[src/rtl/pmws_pkg.sv]
// Shared types, constants and scoring functions for the motif window scanner.
package pmws_pkg;

   localparam int MAX_COLUMNS = 32;
   localparam int SCORE_BITS  = 16;
   localparam int PS_W        = 23;
   localparam int OUT_W       = 22;
   localparam int POS_W       = 32;
   localparam int MW_W        = 6;
   localparam int COL_W       = 5;
   localparam int SYM_W       = 8;
   localparam int COL_SEL_W   = (MAX_COLUMNS > 1) ? $clog2(MAX_COLUMNS) : 1;
   localparam int FILL_W      = $clog2(MAX_COLUMNS + 1);
   localparam int EW          = (FILL_W > MW_W) ? FILL_W : MW_W;
   localparam int CSR_IDX_W   = 2;

   localparam int REQ_DEPTH   = 2;
   localparam int REQ_PTR_W   = $clog2(REQ_DEPTH);
   localparam int REQ_CNT_W   = $clog2(REQ_DEPTH + 1);
   localparam int RSP_DEPTH   = 4;
   localparam int RSP_PTR_W   = $clog2(RSP_DEPTH);
   localparam int RSP_CNT_W   = $clog2(RSP_DEPTH + 1);

   localparam logic [CSR_IDX_W-1:0] CSR_MOTIF_WIDTH     = CSR_IDX_W'(0);
   localparam logic [CSR_IDX_W-1:0] CSR_SCORE_THRESHOLD = CSR_IDX_W'(1);

   typedef enum logic {
      MODE_LOAD   = 1'b0,
      MODE_SYMBOL = 1'b1
   } mode_type;

   localparam logic [1:0] BASE_A = 2'd0;
   localparam logic [1:0] BASE_C = 2'd1;
   localparam logic [1:0] BASE_G = 2'd2;
   localparam logic [1:0] BASE_T = 2'd3;

   localparam logic [SYM_W-1:0] CHAR_UC = 8'h43;
   localparam logic [SYM_W-1:0] CHAR_LC = 8'h63;
   localparam logic [SYM_W-1:0] CHAR_UG = 8'h47;
   localparam logic [SYM_W-1:0] CHAR_LG = 8'h67;
   localparam logic [SYM_W-1:0] CHAR_UT = 8'h54;
   localparam logic [SYM_W-1:0] CHAR_LT = 8'h74;

   localparam logic signed [PS_W-1:0]  PS_NEG_INF = {1'b1, {(PS_W-1){1'b0}}};
   localparam logic signed [PS_W-1:0]  PS_MAX     = {1'b0, {(PS_W-1){1'b1}}};
   localparam logic signed [PS_W-1:0]  PS_MIN     = {1'b1, {(PS_W-2){1'b0}}, 1'b1};
   localparam logic signed [OUT_W-1:0] OUT_MAX    = {1'b0, {(OUT_W-1){1'b1}}};
   localparam logic signed [OUT_W-1:0] OUT_MIN    = {1'b1, {(OUT_W-1){1'b0}}};
   localparam logic signed [SCORE_BITS-1:0] SCORE_NEG_INF = {1'b1, {(SCORE_BITS-1){1'b0}}};

   typedef struct packed {
      mode_type                      mode;
      logic [1:0]                    base;
      logic                          first;
      logic                          col_ok;
      logic [COL_W-1:0]              column;
      logic [1:0]                    row;
      logic signed [SCORE_BITS-1:0]  score;
   } req_item_type;

   typedef struct packed {
      logic         valid;
      req_item_type item;
   } req_head_type;

   typedef struct packed {
      logic [POS_W-1:0]         start;
      logic signed [OUT_W-1:0]  score;
   } rsp_item_type;

   typedef struct packed {
      logic                 empty;
      logic [RSP_CNT_W-1:0] count;
   } rsp_status_type;

   function automatic logic [1:0] base_of(input logic [SYM_W-1:0] c);
      logic [1:0] b;
      case (c) inside
         CHAR_UC, CHAR_LC: b = BASE_C;
         CHAR_UG, CHAR_LG: b = BASE_G;
         CHAR_UT, CHAR_LT: b = BASE_T;
         default:          b = BASE_A;
      endcase
      return b;
   endfunction

   // Moves a table score into the partial-sum domain; the most negative code is minus infinity.
   function automatic logic signed [PS_W-1:0] table_to_ps(
      input logic signed [SCORE_BITS-1:0] v);
      logic signed [32:0] x;
      logic signed [PS_W-1:0] r;
      x = 33'(v);
      if (v == SCORE_NEG_INF) begin
         r = PS_NEG_INF;
      end else if (x > 33'(PS_MAX)) begin
         r = PS_MAX;
      end else if (x < 33'(PS_MIN)) begin
         r = PS_MIN;
      end else begin
         r = PS_W'(x);
      end
      return r;
   endfunction

   function automatic logic signed [PS_W-1:0] sat_add(
      input logic signed [PS_W-1:0] a,
      input logic signed [PS_W-1:0] b);
      logic signed [PS_W:0] s;
      logic signed [PS_W-1:0] r;
      s = (PS_W+1)'(a) + (PS_W+1)'(b);
      if (a == PS_NEG_INF || b == PS_NEG_INF) begin
         r = PS_NEG_INF;
      end else if (s > (PS_W+1)'(PS_MAX)) begin
         r = PS_MAX;
      end else if (s < (PS_W+1)'(PS_MIN)) begin
         r = PS_MIN;
      end else begin
         r = PS_W'(s);
      end
      return r;
   endfunction

endpackage

[src/rtl/pmws_rsp_queue.sv]
// Result queue between the back end and the result ports.
module pmws_rsp_queue (
   input  logic                          clock,
   input  logic                          reset,
   input  logic                          wr_valid,
   input  pmws_pkg::rsp_item_type        wr_item,
   input  logic                          rd_pop,
   output pmws_pkg::rsp_item_type        rd_item,
   output pmws_pkg::rsp_status_type      status
);
   import pmws_pkg::*;

   rsp_item_type          entry_ff [RSP_DEPTH];
   logic [RSP_PTR_W-1:0]  wr_ptr_ff, wr_ptr_in;
   logic [RSP_PTR_W-1:0]  rd_ptr_ff, rd_ptr_in;
   logic [RSP_CNT_W-1:0]  count_ff, count_in;
   logic                  do_pop;

   assign status.count = count_ff;
   assign status.empty = (count_ff == '0);
   assign do_pop       = rd_pop && !status.empty;
   assign rd_item      = entry_ff[rd_ptr_ff];

   always_comb begin
      wr_ptr_in = wr_ptr_ff;
      rd_ptr_in = rd_ptr_ff;
      count_in  = count_ff;
      if (wr_valid) begin
         wr_ptr_in = (wr_ptr_ff == RSP_PTR_W'(RSP_DEPTH - 1)) ? '0 : wr_ptr_ff + 1'b1;
      end
      if (do_pop) begin
         rd_ptr_in = (rd_ptr_ff == RSP_PTR_W'(RSP_DEPTH - 1)) ? '0 : rd_ptr_ff + 1'b1;
      end
      if (wr_valid && !do_pop) begin
         count_in = count_ff + 1'b1;
      end else if (do_pop && !wr_valid) begin
         count_in = count_ff - 1'b1;
      end
   end

   always_ff @(posedge clock) begin
      if (reset) begin
         wr_ptr_ff <= '0;
         rd_ptr_ff <= '0;
         count_ff  <= '0;
      end else begin
         wr_ptr_ff <= wr_ptr_in;
         rd_ptr_ff <= rd_ptr_in;
         count_ff  <= count_in;
      end
   end

   always_ff @(posedge clock) begin
      if (wr_valid) begin
         entry_ff[wr_ptr_ff] <= wr_item;
      end
   end

`ifndef SYNTH
   a_count_bound: assert property (@(posedge clock) disable iff (reset)
      32'(count_ff) <= 32'(RSP_DEPTH))
      else $error("result queue count out of range");
   a_no_write_full: assert property (@(posedge clock) disable iff (reset)
      (count_ff == RSP_CNT_W'(RSP_DEPTH)) |-> !wr_valid)
      else $error("write into full result queue");
   a_pop_moves: assert property (@(posedge clock) disable iff (reset)
      (do_pop && !wr_valid) |=> (count_ff == $past(count_ff) - 1'b1))
      else $error("pop did not drain an entry");
`endif

endmodule

[config.mk]
export PLATFORM = sky130hd
export DESIGN_NAME = pmws_rsp_queue
export DESIGN_NICKNAME = d
export VERILOG_FILES = /design/src/rtl/pmws_pkg.sv /design/src/rtl/pmws_rsp_queue.sv
export SDC_FILE = /design/constraint.sdc
export NUM_CORES = 1
export LEC_CHECK = 0
export ABC_AREA = 1
export BUFFER_PORTS_ARGS = -buffer_cell sky130_fd_sc_hd__buf_2
export CORE_MARGIN = 8
export CORE_UTILIZATION = 35
export CTS_CLUSTER_SIZE = 25
export DETAILED_ROUTE_END_ITERATION = 8
export GPL_ROUTABILITY_DRIVEN = 0
export PLACE_DENSITY_LB_ADDON = 0.25
export SETUP_SLACK_MARGIN = 0.4
export SYNTH_ARGS = -nofsm -noshare
export SYNTH_HDL_FRONTEND = slang
export SYNTH_SLANG_ARGS = --single-unit
[constraint.sdc]
create_clock -name clock -period 4.21 [get_ports clock]
set_input_delay 0.6315 -clock clock [delete_from_list [all_inputs] [get_ports clock]]
set_output_delay 0.6315 -clock clock [all_outputs]
set_load 0.02 [all_outputs]
* Word level (Yosys, flattened, before mapping)
Memory sizes are Yosys's and may differ from the RTL's. A register that Yosys moved wholly into a read port is not among the register bits.
Index checks and enable logic that the tools add are counted.
** Word-level totals
- Register bits :: 7
- Memory bits (writable) :: 216
- Input port bits :: 58
- Output and inout bits :: 58
- Logic and storage cells :: 26
- Memories :: 1
** Memories
- entry_ff :: words 4, width 54, read ports 1, clocked after memory_dff 1, wr ports 1, RTL line pmws_rsp_queue.sv:13 : rsp_item_type entry_ff [RSP_DEPTH];
** Operators by class
- Add/subtract/negate cells :: 4
- Equal/unequal tests :: 2
- Multiplexer cells :: 8
- Reductions and logical operators :: 8
** Operators by type and width (number)
- 2-to-1 mux 2 bit :: 4
- 2-to-1 mux 3 bit :: 2
- adder 2 x 1 -> 2 bit, second input constant :: 2
- == test 2 bit, second input constant :: 2
- adder 3 x 1 -> 3 bit, second input constant :: 1
- logical AND 1 bit :: 3
- logical NOT 1 bit :: 3
- logical NOT 3 bit :: 1
- subtractor 3 x 1 -> 3 bit, second input constant :: 1
- 2-to-1 mux 1 bit :: 2
- nonzero test 2 bit :: 1

* Longest topological paths before layout
- Depth in word-level cells :: 6
- Mapped depth :: 12
- Gate-level depth less buffers :: 12

* Worst setup path before layout
Ideal clock, no wire load.
- Path kind :: input to register
- Start :: input wr_valid
- End :: memory entry_ff[3][0] in the netlist's numbering, enable pin
- Library setup time :: 408 ps
- Data arrival time :: 1721 ps
- Required time :: 3802 ps
- Setup slack :: 2081 ps
- Cell stages on the path :: 2
- Path buffers :: 0
- Path through :: nand2_1 inv_1
** On the way
- Word-level cells in the longest chain between the ends :: 2
** RTL lines
- from (decl) :: RTL line pmws_rsp_queue.sv:5 : input logic wr_valid,
- 2-to-1 mux 1 bit :: RTL line pmws_rsp_queue.sv:54 : if (wr_valid) begin
- 2-to-1 mux 1 bit (not written as such) :: RTL line pmws_rsp_queue.sv:55 : entry_ff[wr_ptr_ff] <= wr_item;
- to (decl) :: RTL line pmws_rsp_queue.sv:13
No other way between the ends.

==> flow_summary.ini <==
[detailed_routing]
vias = 5147
via_per_inst = 4.925
drt_iter0_drc = 357
dr.pass1.iters = 4
drc = 0
wl_per_cell_um = 18.43
ant_nets = 0
drt_wl_total_um = 19260

[placed_design]
portBuffers = 115
dp_slack_ps = 1570
post-dp-hpwl_um = 11090

[worst_hold_path]
hp-class = in2reg

[setup_path]
path_max_fanout = 60
arrival_ps = 2500
critPathBufInv = 2
cp-start-kind = flop
cp-end-kind = output port
required_ps = 3580
critPathTopFamily = buffers and inverters
crit_slowest_cell = dfxtp_4
critical-path-max-stage-delay_ps = 710
path_cells = buf_4, o21ai_0, o22ai_1, buf_2
criticalPathCategory = reg2out

[sta]
fin_crit_sh = 0.7445
max_freq_ghz = 0.3191
finalSetupViolations = 0
drv_slew = 0
fin_skew_ps = 10.97
finalHoldViolCount = 0
worst_pin_slew_ps = 1039
rsz0062_at_grt = no
timing.final.ws_setup_ps = 1076
setup-tns-final_ps = 0
hold_slack_ps = 312.3
post-route-min-period_ps = 3134
slew-limit-headroom = 0.3064

[logic_synthesis]
synth.area.top_cells = edfxtp_1, o21ai_0, nor2_1
yosysSeqAreaShare = 0.7879
synth_seq_cells = 225
yosysMostFrequentCell = edfxtp_1
synthesis.area_mm2 = 0.008461
ys_async_sr_fraction = 0
synth.distinct_cells = 22
syn_inst = 586
syn_nets = 651
synth_edf_count = 216
synth_top_area_cell = edfxtp_1
ys_warn_count = 0
avgSynthCellArea_um2 = 14.44
synth.top_cells.by_count = edfxtp_1, nor2_1, o21ai_0
synth_top_area_frac = 0.7666
yosys_most_used_dff = edfxtp_1

[power_and_ir_drop]
p_leak_nw = 3.594
p_per_area_mw_per_mm2 = 644.1
peakVddDrop_mv = 0.3009

[finish]
drive_gt1_frac = 0.2333
nNetsFinal = 767
syn_to_final_growth_pct = 19.71

[clock_network]
clockBufferDepth = 3
clkLatencyLatePin_ps = 500
clk_pin_slew_ps = 60
cts_made_buffers = 25
cts_sinks = 225
cts-resized-gates = 0
hold_buffers = 0
htree_levels = 1
cts_tree = built
cts_root_buffer = clkbuf_16
post_cts_buffers = 0

[die]
die_area_mm2 = 0.02940
coreArea_mm2 = 0.02403
die_height_um = 171.5
start_util = 0.3520
fp.dieW_um = 171.5
rows = 57
io_pins = 116

[outcome]
status = complete, no violations

[global_routing]
grt_usage = 0.1283
grt_max_degree = 109
grt_pass1_vias = 5234
antenna_found_initial = 5
overflow = 0
grt_pass1_wl_um = 29120

[flow_run]
maxCapViolations = 0
-- state kept, by name (all words and copies together) (netlist names), named ones only --
name and cells:
wr_ptr_ff 2, rd_ptr_ff 2, count_ff 3, entry_ff 216
-- cell families after synthesis --
logic type / Yosys count / synth area share
xor gates and xnor gates: 1 / 0.001035
DFF: 225 / 0.7879
adders and majority gates: 7 / 0.01124
buffers and inverters: 51 / 0.03209
AOI/OAI and AO/OA: 167 / 0.1068
and+or+nand+nor: 135 / 0.06093
-- placed cells by master, fill, tap and decap left out, drive strengths merged --
master	netlist	final
a21oi	3	3
buf	27	123
bufinv	0	4
clkbuf	7	26
clkinv	0	13
clkinvlp	0	1
dfxtp	9	9
diode	0	1
edfxtp	216	216
fa	1	1
ha	6	6
inv	17	18
nand2	13	13
nand3	1	1
nand3b	1	1
nand4	1	1
nor2	118	118
nor3	1	1
o21ai	110	110
o22ai	54	54
xor2	1	1
-- cell type report --
type / count / area (um2)
Multi-Input combinational cell: 310 / 1523
Sequential cell: 225 / 6671
Fill cell: 2219 / 13910
Inverter: 17 / 68.82
Clock buffer: 26 / 629.4
Timing Repair Buffer: 123 / 635.6
Antenna cell: 1 / 2.502
Clock inverter: 19 / 192.7
Tap cell: 324 / 405.4
-- worst register-to-register path, delay by kind of cell, from the launching register on --
kind,cells,cell delay [ps]
adder cells (fa/ha/maj),1,190
AND/OR/NAND/NOR,1,70
buffers and inverters,2,1100
flip-flops,1,400
-- layer usage --
layer,track usage,share of wire
met1,0.1587,0.43
met2,0.2178,0.47
met3,0.03466,0.075
met4,0.03554,0.018
met5,0,0.0031
-- stage by stage --
step	total power [mW]	area (um2)	utilization	cells
floorplan	3.863	8461	-	586
global placement	4.416	9304	0.3871	999
detailed placement	4.467	9304	0.3871	999
CTS	6.622	10130	0.4213	1044
global route	6.848	10130	0.4213	1044
finish	6.524	10130	0.4214	1045
-- power by group --
group          total (mW)  internal [mW]  leakage [nW]  switching (mW)
clock                2.15           1.32         0.405           0.821
combinational        1.71          0.500          1.13            1.21
sequential           2.67           2.58          2.06          0.0905
total                6.52           4.40          3.59            2.12
-- final timing paths --
path / startpoint / endpoint / slack, ps / cells past startpoint
setup / recovery: flop / rd_item[21] / 1080 / 4
hold reg to reg: rd_ptr_ff[1] / flop / 540 / 2
hold / removal: reset / wr_ptr_ff[0] / 310 / 2
setup reg to reg: wr_ptr_ff[0] / entry_ff[3][25] / 2150 / 4
Power figures use the tool's default switching activity.
