$ cat src/rtl/pmws_pkg.sv
// Shared types, constants and scoring functions for the motif window scanner.
package pmws_pkg;

   localparam int MAX_COLUMNS = 32;
   localparam int SCORE_BITS  = 16;
   localparam int PS_W        = 23;
   localparam int OUT_W       = 22;
   localparam int POS_W       = 32;
   localparam int MW_W        = 6;
   localparam int COL_W       = 5;
   localparam int SYM_W       = 8;
   localparam int COL_SEL_W   = (MAX_COLUMNS > 1) ? $clog2(MAX_COLUMNS) : 1;
   localparam int FILL_W      = $clog2(MAX_COLUMNS + 1);
   localparam int EW          = (FILL_W > MW_W) ? FILL_W : MW_W;
   localparam int CSR_IDX_W   = 2;

   localparam int REQ_DEPTH   = 2;
   localparam int REQ_PTR_W   = $clog2(REQ_DEPTH);
   localparam int REQ_CNT_W   = $clog2(REQ_DEPTH + 1);
   localparam int RSP_DEPTH   = 4;
   localparam int RSP_PTR_W   = $clog2(RSP_DEPTH);
   localparam int RSP_CNT_W   = $clog2(RSP_DEPTH + 1);

   localparam logic [CSR_IDX_W-1:0] CSR_MOTIF_WIDTH     = CSR_IDX_W'(0);
   localparam logic [CSR_IDX_W-1:0] CSR_SCORE_THRESHOLD = CSR_IDX_W'(1);

   typedef enum logic {
      MODE_LOAD   = 1'b0,
      MODE_SYMBOL = 1'b1
   } mode_type;

   localparam logic [1:0] BASE_A = 2'd0;
   localparam logic [1:0] BASE_C = 2'd1;
   localparam logic [1:0] BASE_G = 2'd2;
   localparam logic [1:0] BASE_T = 2'd3;

   localparam logic [SYM_W-1:0] CHAR_UC = 8'h43;
   localparam logic [SYM_W-1:0] CHAR_LC = 8'h63;
   localparam logic [SYM_W-1:0] CHAR_UG = 8'h47;
   localparam logic [SYM_W-1:0] CHAR_LG = 8'h67;
   localparam logic [SYM_W-1:0] CHAR_UT = 8'h54;
   localparam logic [SYM_W-1:0] CHAR_LT = 8'h74;

   localparam logic signed [PS_W-1:0]  PS_NEG_INF = {1'b1, {(PS_W-1){1'b0}}};
   localparam logic signed [PS_W-1:0]  PS_MAX     = {1'b0, {(PS_W-1){1'b1}}};
   localparam logic signed [PS_W-1:0]  PS_MIN     = {1'b1, {(PS_W-2){1'b0}}, 1'b1};
   localparam logic signed [OUT_W-1:0] OUT_MAX    = {1'b0, {(OUT_W-1){1'b1}}};
   localparam logic signed [OUT_W-1:0] OUT_MIN    = {1'b1, {(OUT_W-1){1'b0}}};
   localparam logic signed [SCORE_BITS-1:0] SCORE_NEG_INF = {1'b1, {(SCORE_BITS-1){1'b0}}};

   typedef struct packed {
      mode_type                      mode;
      logic [1:0]                    base;
      logic                          first;
      logic                          col_ok;
      logic [COL_W-1:0]              column;
      logic [1:0]                    row;
      logic signed [SCORE_BITS-1:0]  score;
   } req_item_type;

   typedef struct packed {
      logic         valid;
      req_item_type item;
   } req_head_type;

   typedef struct packed {
      logic [POS_W-1:0]         start;
      logic signed [OUT_W-1:0]  score;
   } rsp_item_type;

   typedef struct packed {
      logic                 empty;
      logic [RSP_CNT_W-1:0] count;
   } rsp_status_type;

   function automatic logic [1:0] base_of(input logic [SYM_W-1:0] c);
      logic [1:0] b;
      case (c) inside
         CHAR_UC, CHAR_LC: b = BASE_C;
         CHAR_UG, CHAR_LG: b = BASE_G;
         CHAR_UT, CHAR_LT: b = BASE_T;
         default:          b = BASE_A;
      endcase
      return b;
   endfunction

   // Moves a table score into the partial-sum domain; the most negative code is minus infinity.
   function automatic logic signed [PS_W-1:0] table_to_ps(
      input logic signed [SCORE_BITS-1:0] v);
      logic signed [32:0] x;
      logic signed [PS_W-1:0] r;
      x = 33'(v);
      if (v == SCORE_NEG_INF) begin
         r = PS_NEG_INF;
      end else if (x > 33'(PS_MAX)) begin
         r = PS_MAX;
      end else if (x < 33'(PS_MIN)) begin
         r = PS_MIN;
      end else begin
         r = PS_W'(x);
      end
      return r;
   endfunction

   function automatic logic signed [PS_W-1:0] sat_add(
      input logic signed [PS_W-1:0] a,
      input logic signed [PS_W-1:0] b);
      logic signed [PS_W:0] s;
      logic signed [PS_W-1:0] r;
      s = (PS_W+1)'(a) + (PS_W+1)'(b);
      if (a == PS_NEG_INF || b == PS_NEG_INF) begin
         r = PS_NEG_INF;
      end else if (s > (PS_W+1)'(PS_MAX)) begin
         r = PS_MAX;
      end else if (s < (PS_W+1)'(PS_MIN)) begin
         r = PS_MIN;
      end else begin
         r = PS_W'(s);
      end
      return r;
   endfunction

endpackage

$ cat src/rtl/pmws_back.sv
// Back end: score table cells, systolic partial-sum chain and window evaluation.
module pmws_back (
   input  logic                                 clock,
   input  logic                                 reset,
   input  pmws_pkg::req_head_type               head,
   output logic                                 head_pop,
   input  logic [pmws_pkg::MW_W-1:0]            motif_width,
   input  logic signed [pmws_pkg::OUT_W-1:0]    score_threshold,
   input  pmws_pkg::rsp_status_type             rsp_status,
   output logic                                 rsp_write,
   output pmws_pkg::rsp_item_type               rsp_item
);
   import pmws_pkg::*;

   logic signed [SCORE_BITS-1:0] table_ff [MAX_COLUMNS][4];
   logic signed [PS_W-1:0]       ps_ff [MAX_COLUMNS];
   logic signed [PS_W-1:0]       ps_in [MAX_COLUMNS];
   logic [FILL_W-1:0]            fill_ff, fill_in;
   logic [POS_W-1:0]             pos_ff, pos_in;
   logic                         eval_valid_ff;
   logic [FILL_W-1:0]            eval_fill_ff;
   logic [POS_W-1:0]             eval_pos_ff;
   logic [FILL_W-1:0]            fill_cur;
   logic [POS_W-1:0]             pos_cur;
   logic                         room;
   logic                         issue;
   logic                         issue_sym;
   logic                         issue_load;
   logic [EW-1:0]                w_eff;
   logic [COL_SEL_W-1:0]         w_idx;
   logic signed [PS_W-1:0]       total;
   logic signed [PS_W-1:0]       thr_ext;
   logic                         hit;

   // A symbol may only go ahead while the result queue has a slot for it.
   assign room = (32'(rsp_status.count) + 32'(eval_valid_ff)) < 32'(RSP_DEPTH);
   assign issue      = head.valid && ((head.item.mode == MODE_LOAD) || room);
   assign issue_sym  = issue && (head.item.mode == MODE_SYMBOL);
   assign issue_load = issue && (head.item.mode == MODE_LOAD) && head.item.col_ok;
   assign head_pop   = issue;

   always_comb begin
      ps_in[0] = table_to_ps(table_ff[0][head.item.base]);
      for (int j = 1; j < MAX_COLUMNS; j++) begin
         ps_in[j] = sat_add(ps_ff[j-1], table_to_ps(table_ff[j][head.item.base]));
      end
   end

   always_comb begin
      fill_cur = head.item.first ? '0 : fill_ff;
      pos_cur  = head.item.first ? '0 : pos_ff;
      pos_in   = pos_cur + 1'b1;
      fill_in  = (32'(fill_cur) < 32'(MAX_COLUMNS)) ? fill_cur + 1'b1 : fill_cur;
   end

   always_ff @(posedge clock) begin
      if (reset) begin
         for (int j = 0; j < MAX_COLUMNS; j++) begin
            ps_ff[j] <= '0;
         end
         fill_ff       <= '0;
         pos_ff        <= '0;
         eval_valid_ff <= 1'b0;
      end else begin
         eval_valid_ff <= issue_sym;
         if (issue_sym) begin
            for (int j = 0; j < MAX_COLUMNS; j++) begin
               ps_ff[j] <= ps_in[j];
            end
            fill_ff <= fill_in;
            pos_ff  <= pos_in;
         end
      end
   end

   always_ff @(posedge clock) begin
      if (issue_sym) begin
         eval_fill_ff <= fill_in;
         eval_pos_ff  <= pos_cur;
      end
   end

   always_ff @(posedge clock) begin
      for (int j = 0; j < MAX_COLUMNS; j++) begin
         if (issue_load && (32'(head.item.column) == j)) begin
            table_ff[j][head.item.row] <= head.item.score;
         end
      end
   end

   // The chain was updated at the previous edge, so the window ending at that
   // symbol sits in the stage picked by the effective width.
   always_comb begin
      if (motif_width == '0) begin
         w_eff = EW'(1);
      end else if (32'(motif_width) > 32'(MAX_COLUMNS)) begin
         w_eff = EW'(MAX_COLUMNS);
      end else begin
         w_eff = EW'(motif_width);
      end
      w_idx   = COL_SEL_W'(w_eff - 1'b1);
      total   = ps_ff[w_idx];
      thr_ext = PS_W'(score_threshold);
      hit     = eval_valid_ff && (EW'(eval_fill_ff) >= w_eff)
                && (total != PS_NEG_INF) && (total >= thr_ext);
      rsp_item.start = eval_pos_ff - POS_W'(w_eff - 1'b1);
      if (total > PS_W'(OUT_MAX)) begin
         rsp_item.score = OUT_MAX;
      end else if (total < PS_W'(OUT_MIN)) begin
         rsp_item.score = OUT_MIN;
      end else begin
         rsp_item.score = OUT_W'(total);
      end
   end

   assign rsp_write = hit;

`ifndef SYNTH
   a_fill_bound: assert property (@(posedge clock) disable iff (reset)
      32'(fill_ff) <= 32'(MAX_COLUMNS))
      else $error("fill count above column count");
   a_sym_evaluated: assert property (@(posedge clock) disable iff (reset)
      issue_sym |=> eval_valid_ff)
      else $error("symbol issued without evaluation");
   a_no_overflow: assert property (@(posedge clock) disable iff (reset)
      rsp_write |-> (32'(rsp_status.count) < 32'(RSP_DEPTH) || 1'b0) ||
                    (rsp_status.count == RSP_CNT_W'(RSP_DEPTH)) == 1'b0)
      else $error("result written into a full queue");
   a_load_no_result: assert property (@(posedge clock) disable iff (reset)
      (issue && head.item.mode == MODE_LOAD && !$past(issue_sym)) |=> !rsp_write)
      else $error("load produced a result");
`endif

endmodule

$ cat config.mk
export PLATFORM = sky130hd
export DESIGN_NAME = pmws_back
export DESIGN_NICKNAME = d
export VERILOG_FILES = /design/src/rtl/pmws_pkg.sv /design/src/rtl/pmws_back.sv
export SDC_FILE = /design/constraint.sdc
export NUM_CORES = 2
export LEC_CHECK = 0
export BUFFER_PORTS_ARGS = -buffer_cell sky130_fd_sc_hd__buf_4
export CAP_MARGIN = 15
export CORE_MARGIN = 1.5
export CORE_UTILIZATION = 58
export CTS_CLUSTER_SIZE = 28
export DETAILED_ROUTE_END_ITERATION = 16
export PLACE_DENSITY = 0.75
export SYNTH_ARGS = -nofsm -noshare
export SYNTH_HDL_FRONTEND = slang
export SYNTH_SLANG_ARGS = --single-unit
$ cat constraint.sdc
create_clock -name clock -period 24.4 [get_ports clock]
set_input_delay 3.66 -clock clock [delete_from_list [all_inputs] [get_ports clock]]
set_output_delay 3.66 -clock clock [all_outputs]
set_load 0.01 [all_outputs]
### After elaboration in Yosys (flattened, before gate mapping)

Memories as Yosys holds them, arrays and structs flattened.
Index checks and enable logic that the tools add are counted.

* register bits after elaboration: 77
* bits in writable memories: 2784
* bits of input ports: 63
* output and inout port bits: 56
* memories: 2

* add/sub/neg operators: 37
* order comparisons: 136
* eq/ne operators: 126
* mux-type cells: 488
* bitwise operators: 35
* reductions and logical operators: 105

Memories
* table_ff: words 32, width 64, read ports 32, clocked after memory_dff 0, write ports 1, RTL line pmws_back.sv:15 `logic signed [SCORE_BITS-1:0] table_ff [MAX_COLUMNS][4];`
* ps_ff: words 32, width 23, read ports 32, clocked after memory_dff 0, write ports 32, RTL line pmws_back.sv:16 `logic signed [PS_W-1:0] ps_ff [MAX_COLUMNS];`

Operator list (count)
* $mux 64: 94
* $mux 23: 221
* $reduce_or 64->1: 31
* $eq 23x23->1 const B: 62
* $mux 16: 65
* $bmux 16 s2: 32
* $add 23x23->24: 31
* $gt 24x23->1 const B: 31
* $lt 24x23->1 const B: 31
* $gt 16x23->1 const B: 32
* $lt 16x23->1 const B: 32
* $eq 16x16->1 const B: 32
* $mux 5: 31
* $eq 5x5->1 const B: 16
* $mux 22: 2
* $eq 5x4->1 const B: 8
* $logic_and 1x1->1: 40
* $mux 1: 37
* $add 32x1->32 const B: 1
* $demux 16 s2: 1
* $logic_or 1x1->1: 32
* $mux 32: 1
* $or 1x1->1: 32
* $sub 32x32->32: 1
* other kinds (22): 31

### Longest topological paths before layout

* depth after elaboration: 41
* gate-level depth with buffers: 32

### Least setup slack after synthesis

Ideal clock, no wire load.

* path kind: input -> register
* from: input reset
* to: register pos_ff[21]
* setup time: 894 ps
* arrival time: 22750 ps
* data required time: 23506 ps
* path slack: 756 ps
* cell stages on the path: 4
* path buffers: 2
* cell sequence: clkbuf_1 -> clkbuf_1 -> nand2b_1 -> o32ai_1

RTL lines
* start, declared: RTL line pmws_back.sv:4 `input logic reset,`
* end signal, assigned: RTL line pmws_back.sv:71 `pos_ff <= pos_in;`
* end, declared: RTL line pmws_back.sv:19 `logic [POS_W-1:0] pos_ff, pos_in;`

### Final worst setup path

* from: input motif_width[1] in the netlist's numbering
* to: output rsp_write

* longest elaborated chain between the ends: 8

Ends and longest elaborated chain
* start, declared: RTL line pmws_back.sv:7 `input logic [pmws_pkg::MW_W-1:0] motif_width,`
* $gt 6x6->1: RTL line pmws_back.sv:96 `end else if (32'(motif_width) > 32'(MAX_COLUMNS)) begin`
* $mux 6: RTL line pmws_back.sv:96
* $mux 6 *: RTL line pmws_back.sv:94 `if (motif_width == '0) begin`
* parallel branches: the longest is 4 deep, another holds $mem_v2 32x23
* $logic_and 1x1->1 *: RTL line pmws_back.sv:105 `&& (total != PS_NEG_INF) && (total >= thr_ext);`
* end, declared: RTL line pmws_back.sv:10 `output logic rsp_write,`

Mark *: on every way between the ends.

==> impl_metrics.csv <==
group,metric,value,unit
outcome,outcome,"completed",
floorplan,placementRows,192,
sta,post-route-min-period,15.26,ns
yosys,synth.top_cell.area_share,52.7,%
grt,grt_pass1_wl,791000,um
yosys,synth_common_cells,"edfxtp_1, nand2_1, a21oi_1, nor2_1, ha_1",
setup_path,cp_slowest_cell,"ha_4",
pwr,clockPowerShare,30.4,%
sta,final_hold_viol_count,0,
yosys,ys_ff_latch,2855,
layout,seq_area,85300,um^2
pwr,leakage,0.0632,uW
detailed_routing,drtIter0Drc,16600,
detailed_routing,vias_per_cell,7.00,
placement,place.detailed.hpwl,394000,um
yosys,synth_ff_type,"edfxtp_1",
sta,fin_skew,0.0591,ns
yosys,yosysMostFrequentCell,"edfxtp_1",
sta,slew_violations,0,
detailed_routing,drt-total-wl,553000,um
floorplan,die_h,529,um
yosys,syn_area_per_cell,12.1,um^2
clocking,clock-sinks,2855,
yosys,ys_warn_count,0,
pwr,power.share.sequential,40.9,%
pwr,p_comb_share,28.6,%
min_path,hold_class,"reg -> reg",
yosys,ys_seq_area_share,53.2,%
floorplan,die_x,529,um
clocking,clkLatencyLatePin,0.96,ns
setup_path,cp.arrival,11.60,ns
sta,rsz0062_at_grt,"false",
pwr,swShare,34.9,%
setup_path,cp_common_cell,"buf_4",
yosys,netlist_top_cells_area,"edfxtp_1, mux4_2, ha_1",
clocking,cts-root-buf,"clkbuf_16",
setup_path,start_kind,"primary input",
flow_run,max-cap-violations,0,
pwr,switching_power,5330,uW
layout,drive_above_1_share,11.4,%
clocking,clk_pin_slew_worst_paths,0.06,ns
pwr,power_density,86.9,nW/um^2
yosys,synthArstFlopShare,0,%
sta,finalCritPeriodShare,62.6,%
detailed_routing,drc_errors,0,
clocking,htree_levels,5,
sta,relSlewSlack,13.1,%
pwr,p_total,15300,uW
placement,port_buffers,117,
placement,dpl-instance-area,166000,um^2
pwr,internal_power,9950,uW
sta,fmax,65.5,MHz
sta,report.final.setup_viol,0,
setup_path,worstSetupPathType,"in -> out",
layout,final_area,176000,um^2
yosys,synth_top_area_cell,"edfxtp_1",
setup_path,crit_path_max_fanout,72,
detailed_routing,vias,122000,
floorplan,dieArea,280000,um^2
layout,final_nets,14300,
grt,grt_max_degree,141,
yosys,yosysUniqueCellTypes,106,
clocking,clockBufferDepth,4,
yosys,netlist_area,160000,um^2
yosys,syn_nets,14200,
clocking,cts_buffers,301,
setup_path,critPathTopFamily,"compound AO/OA/AOI/OAI gates",
placement,routabilityCongestion,1.03,
clocking,cts_tree,"yes",
setup_path,end_kind,"primary output",
setup_path,path_buf_inv,7,
grt,first_global_vias,116000,
detailed_routing,wl_per_cell,31.7,um
floorplan,initial_utilization,58.5,%
layout,multi_input_area,71600,um^2
placement,pre_cts_slack,9.32,ns
detailed_routing,firstDrtPassIters,7,
yosys,syn_inst,13300,
grt,grt_usage,38.8,%
sta,setup_ws,9.14,ns
detailed_routing,ant_nets,0,
setup_path,required,20.74,ns
clocking,cts_setup_buffers,0,
layout,synthToLayoutAreaGrowth,9.71,%
layout,nFillCells,20300,
sta,fin_tns_setup,0,ns
setup_path,critPathMaxStageDelay,0.78,ns
clocking,cts_resized,0,
grt,overflow,0,
yosys,synth_edf_count,2816,
layout,fin_util,64.1,%
grt,antenna_found_initial,56,
pwr,peakVddDrop,0.120,mV
floorplan,io_pins,119,
clocking,holdBufCountCts,0,
floorplan,core_area,274000,um^2
sta,tightest_slew,1.29,ns
-- logic make-up (layout without fill, tap and decap cells) --
logic type | count (synthesis) | count (layout) | share of synthesized area (%)
AOI/OAI and AO/OA | 3364 | 3364 | 13.3
and+or+nand+nor | 4017 | 4017 | 12.5
DFF | 2855 | 2855 | 53.2
adders and majority gates | 899 | 899 | 7.01
xor gates and xnor gates | 555 | 555 | 3.04
muxes | 709 | 709 | 8.61
other | 1 | 25 | 0.00234
buffers and inverters | 901 | 1308 | 2.34
-- area by class of cell --
class | count | share of cell area (%)
repair buffers | 398 | 1.78
inverters | 361 | 0.774
diodes | 24 | 0.0341
clock buffers | 368 | 4.49
flip-flops and latches | 2855 | 48.5
well taps | 3686 | 2.62
clock inverters | 181 | 1.13
multi-input cells | 9545 | 40.7
-- power groups by stage --
stage / clock network, uW / logic [uW] / registers, uW
2_1_floorplan: 0 / 3020 / 6010
3_3_place_gp: 0 / 4150 / 6320
3_5_place_dp: 0 / 4220 / 6310
4_1_cts: 4680 / 4260 / 6210
5_1_grt: 4850 / 4720 / 6220
6_report: 4650 / 4370 / 6260
-- layout by cell type, fill, tap and decap left out, types with 281 or more instances in the layout --
master     count
o21ai_0      695
edfxtp_1    2816
nor4_1       300
nor2_1       894
a21oi_1     1028
xnor2_1      322
buf_4        371
inv_1        353
clkbuf_16    305
nand3_1      312
ha_1         769
a21o_1       281
nand2_1     1106
mux4_2       535
-- per-stage QoR --
| stage | hold slack (ns) | cells |
|---|---|---|
| final | 0.487 | 17400 |
| after global routing | 0.512 | 17400 |
| after CTS | 0.486 | 17400 |
| after detailed placement | 0.478 | 16800 |
| after global placement | 0.467 | 16800 |
| after floorplan | 0.451 | 13300 |
-- layer usage --
metal	vias to the layer above	wire, um	track usage [%]
li1	52500	-	-
met1	60200	210000	52.1
met2	7720	245000	58.7
met3	1485	61800	8.55
met4	34	35300	21.7
met5	-	242	0
-- worst paths after layout --
kind	end	slack, ns	from	cells past startpoint
setup / recovery	rsp_write	9.14	motif_width[1]	27
hold / removal	fill_ff[1]	0.49	fill_ff[1]	2
setup reg to reg	ps_ff[26][2]	18.62	table_ff[1][689]	16
hold reg to reg	fill_ff[1]	0.49	fill_ff[1]	2
-- state kept, by name, summed over array words and instances, names as in the netlist --
register / count
pos_ff: 32
eval_fill_ff: 6
eval_pos_ff: 32
table_ff: 2048
fill_ff: 6
ps_ff: 730
eval_valid_ff: 1
-- worst min-delay path, delay by kind of cell (launching register included) --
family / cells / cell delay (ns)
AND/OR/NAND/NOR: 1 / 0.06
AO/OA/AOI/OAI: 1 / 0.05
flip-flops: 1 / 0.33
Power figures use the tool's default switching activity.
